==> src/rtl/core/lirs_div.sv <==
// Bit-serial restoring divider, one quotient bit per cycle.
// No dependencies.
module lirs_div #(
    parameter int DW = 41,
    parameter int VW = 16
) (
    input  logic          clk,
    input  logic          rst_n,
    input  logic          start,
    input  logic [DW-1:0] dividend,
    input  logic [VW-1:0] divisor,
    output logic          done,
    output logic [DW-1:0] quotient,
    output logic [VW-1:0] remainder
);

    localparam int CW = $clog2(DW + 1);

    logic [DW-1:0] quo_reg, quo_next;
    logic [VW-1:0] rem_reg, rem_next;
    logic [VW-1:0] dvs_reg, dvs_next;
    logic [CW-1:0] cnt_reg, cnt_next;
    logic          busy_reg, busy_next;
    logic          done_reg, done_next;
    logic [VW:0]   trial;
    logic [VW:0]   diff;

    always_comb
    begin
        trial     = {rem_reg, quo_reg[DW-1]};
        diff      = trial - {1'b0, dvs_reg};
        quo_next  = quo_reg;
        rem_next  = rem_reg;
        dvs_next  = dvs_reg;
        cnt_next  = cnt_reg;
        busy_next = busy_reg;
        done_next = done_reg;
        if (start)
        begin
            quo_next  = dividend;
            rem_next  = '0;
            dvs_next  = divisor;
            cnt_next  = CW'(DW);
            busy_next = 1'b1;
            done_next = 1'b0;
        end
        else if (busy_reg)
        begin
            if (!diff[VW])
            begin
                rem_next = diff[VW-1:0];
                quo_next = {quo_reg[DW-2:0], 1'b1};
            end
            else
            begin
                rem_next = trial[VW-1:0];
                quo_next = {quo_reg[DW-2:0], 1'b0};
            end
            cnt_next = cnt_reg - 1'b1;
            if (cnt_reg == CW'(1))
            begin
                busy_next = 1'b0;
                done_next = 1'b1;
            end
        end
    end

    always_ff @(posedge clk or negedge rst_n)
    begin
        if (!rst_n)
        begin
            cnt_reg  <= '0;
            busy_reg <= 1'b0;
            done_reg <= 1'b0;
        end
        else
        begin
            cnt_reg  <= cnt_next;
            busy_reg <= busy_next;
            done_reg <= done_next;
        end
    end

    always_ff @(posedge clk)
    begin
        quo_reg <= quo_next;
        rem_reg <= rem_next;
        dvs_reg <= dvs_next;
    end

    assign done      = done_reg;
    assign quotient  = quo_reg;
    assign remainder = rem_reg;

endmodule

==> config.mk <==
export PLATFORM = sky130hd
export DESIGN_NAME = lirs_div
export DESIGN_NICKNAME = d
export VERILOG_FILES = /design/src/rtl/core/lirs_div.sv
export SDC_FILE = /design/constraint.sdc
export NUM_CORES = 1
export LEC_CHECK = 0
export BUFFER_PORTS_ARGS = -buffer_cell sky130_fd_sc_hd__buf_4
export CORE_MARGIN = 3
export CORE_UTILIZATION = 30
export DETAILED_ROUTE_END_ITERATION = 10
export PLACE_DENSITY = 0.55
export SYNTH_ARGS = -nofsm -noshare
export SYNTH_HDL_FRONTEND = slang
export SYNTH_SLANG_ARGS = --single-unit
==> constraint.sdc <==
create_clock -name clk -period 6.2 [get_ports clk]
set_input_delay 0.31 -clock clk [delete_from_list [all_inputs] [get_ports clk]]
set_output_delay 0.31 -clock clk [all_outputs]
set_load 0.01 [all_outputs]
==> summary.md <==
| Metric | Value |
|---|---|
| Status | `completed` |
| Overflow after GRT | `0` |
| Initial antenna violation count | `0` |
| Final setup fails | `0` |
| Max FO, Critical Path | `12` |
| Largest register FFs | `41` |
| Hold Path Depth | `1` |
| Critical Path RT | `6.45 ns` |
| Tcrit/Tclk final | `46.0%` |
| WHS Endpoint | `dvs_reg[1]` |
| Mapped Area | `4150 µm²` |
| Avg Inst Size Synth | `12.1 µm²` |
| Area Growth Syn to Fin | `32.2%` |
| Reg2reg end | `remainder[8]` |
| CTS tree | `done` |
| First-pass GRT wire length | `14.3 mm` |
| Layout cells sized above 1 | `41.0%` |
| WP data arrival | `3.10 ns` |
| DRT Wirelength | `9.51 mm` |
| VDD IR-drop max | `179 µV` |
| HP Start | `divisor[1]` |
| Layout Nets | `537` |
| CTS Sinks | `81` |
| Core ar. | `13400 µm²` |
| R2R depth | `10` |
| Slew @ Worst Pin | `0.988 ns` |
| WL per Instance | `14.9 µm` |
| Max_cap viols | `0` |
| F_max | `0.351 GHz` |
| Vias | `2998` |
| Number of vias per cell | `4.69` |
| Kind of critical path | `reg2reg` |
| DP HPWL | `6.78 mm` |
| I/O pin count | `118` |
| Area fraction of the dominant cell type after synthesis | `41.2%` |
| Post CTS Setup Buffer Count | `0` |
| Die Wd | `124 µm` |
| TritonCTS Buffers | `9` |
| Clock slew at reported path FFs | `0.06 ns` |
| Area contributors post-synth | `edfxtp_1 41%, mux2_2 11%, dfxtp_1 7.7%` |
| Pleak | `2.31 nW` |
| Tightest Hold Check Type | `in2reg` |
| Largest net degree at the start of global routing | `80` |
| Number of flops mapped to enable cells by yosys | `57` |
| FP Rows | `42` |
| Cell Pwr Density | `361 nW/µm²` |
| DRT Pass-1 Iters | `4` |
| Detailed Route Iter0 Violations | `173` |
| Post-route DRC | `0` |
| Clock insertion delay at the later pin of the skew report | `0.34 ns` |
| CTS max path bufs | `2` |
| Clk root buf | `clkbuf_16` |
| CTS Hold Bufs | `1` |
| CTS H-tree lvls | `3` |
| Dominant synthesized flop cell | `edfxtp_1` |
| Fin Clk Skew | `0.00556 ns` |
| Post-cts sizing count | `0` |
| Post-Synthesis Cells | `342` |
| Ant diodes | `0` |
| Seq cells post-synth | `81` |
| Chip height | `124 µm` |
| Final Util | `41.0%` |
| Setup TNS | `0 ns` |
| FF-to-FF Start | `quotient[40]` |
| FFs w/ async S/R, synth | `9.88%` |
| Starting Density | `31.0%` |
| Routed Antenna Nets | `0` |
| Yosys top cell by area | `edfxtp_1` |
| Cell variety after synth | `47` |
| Synth warn | `0` |
| RSZ-0062 raised after global routing | `false` |
| Vias in the first global route | `2884` |
| Worst Setup End Kind | `flip-flop` |
| Mapped Nets | `421` |
| Hold Vio Cnt, Final | `0` |
| I/O Buffers | `117` |
| GPL Wtd Cong | `0.782` |
| Register area share after synthesis | `53.8%` |
| Die area | `15300 µm²` |
| R2R Setup Slk | `3.35 ns` |
| GRT Total Usage | `12.3%` |
| CP Launch Type | `flip-flop` |
| Max-slew violation count | `0` |
| Final min period | `2.85 ns` |
| Slew headroom | `34.2%` |
-- logic make-up (layout without fill, tap and decap cells) --
kind of cell,after synthesis,after routing,synth area share (%)
compound gates,61,61,11.8
fa+ha+maj,19,19,5.91
buf+inv,37,158,3.98
simple gates,85,85,9.34
mux,40,40,10.8
flops,81,81,53.8
xor+xnor,19,19,4.37
-- synth_stat cells, types with 2 or more instances --
library cell  count
o311ai_0          2
inv_1            22
a211oi_1          2
nor3_1            4
nand2b_1          9
a21oi_1          13
dfxtp_1          16
edfxtp_1         57
xor2_1            7
nor4_1            2
nand4_1           2
dfrtp_1           8
xnor2_1          10
a32oi_1           5
a311oi_2         10
buf_1             5
o211ai_1          3
nand2_1          33
a21o_1            4
o41ai_1           2
o31ai_1           2
mux2_2           40
ha_1             18
buf_6             2
nand3_1           5
nor2_1           24
clkbuf_1          6
o21ai_0           9
a31oi_1           2
-- layer usage --
layer  routed length (µm)  GRT usage [%]
met3                  874           5.18
met1                 4080           14.9
met5                    0              0
met4                   97           4.22
met2                 4450           19.6
-- critical path: stages, from the launching register on --
cell      delay [ns]
edfxtp_1        0.38
inv_1           0.06
ha_1            0.23
fa_1            0.38
nand2b_1        0.20
a21oi_2         0.27
o21ai_1         0.14
nand3b_2        0.15
xor2_2          0.49
nand2_1         0.14
a311oi_2        0.29
-- metrics by stage --
stage	hold WS, ns	cell area, µm²	setup WS, ns	std cells	total power (W)
6_report	0.142	5490	3.35	639	0.00198
5_1_grt	0.115	5490	3.06	639	0.00211
4_1_cts	0.122	5490	3.27	639	0.00201
3_5_place_dp	0.134	5180	3.29	622	0.00146
3_3_place_gp	0.134	5180	3.37	622	0.00146
2_1_floorplan	0.0144	4150	3.81	342	0.00123
-- layout make-up --
type                       instances  area, µm²
tap                              176        220
clock inverter                     6       66.3
sequential                        81       2230
clock buffer                      10        229
inverter                          22       82.6
fill                            1265       7910
timing repair buffer             120        903
multi-input combinational        224       1750
-- power by group --
part	switching [W]	total [W]	leakage, nW	internal, W
logic	0.000360	0.000690	1.35	0.000330
clock network	0.000219	0.000533	0.147	0.000313
registers	0.0000820	0.000756	0.815	0.000674
-- layout by cell type, fill, tap and decap left out, types with 10 or more instances in the layout --
| cell type | instances |
|---|---|
| a21oi_1 | 13 |
| inv_1 | 22 |
| nor2_1 | 24 |
| nand2_1 | 33 |
| dfxtp_1 | 16 |
| edfxtp_1 | 57 |
| xnor2_1 | 10 |
| ha_1 | 18 |
| mux2_2 | 40 |
| buf_4 | 119 |
| a311oi_2 | 10 |
-- worst max path at each step --
stage | from | end | slack [ns] | cells after the start
6_report | quotient[40] | remainder[8] | 3.35 | 10
5_1_grt | quotient[40] | remainder[10] | 3.06 | 10
4_1_cts | quotient[40] | remainder[2] | 3.27 | 10
3_5_place_dp | quotient[40] | remainder[2] | 3.29 | 10
3_3_place_gp | quotient[40] | remainder[2] | 3.37 | 10
2_1_floorplan | quotient[40] | remainder[10] | 3.81 | 10
(Power assumes the default switching activity.)
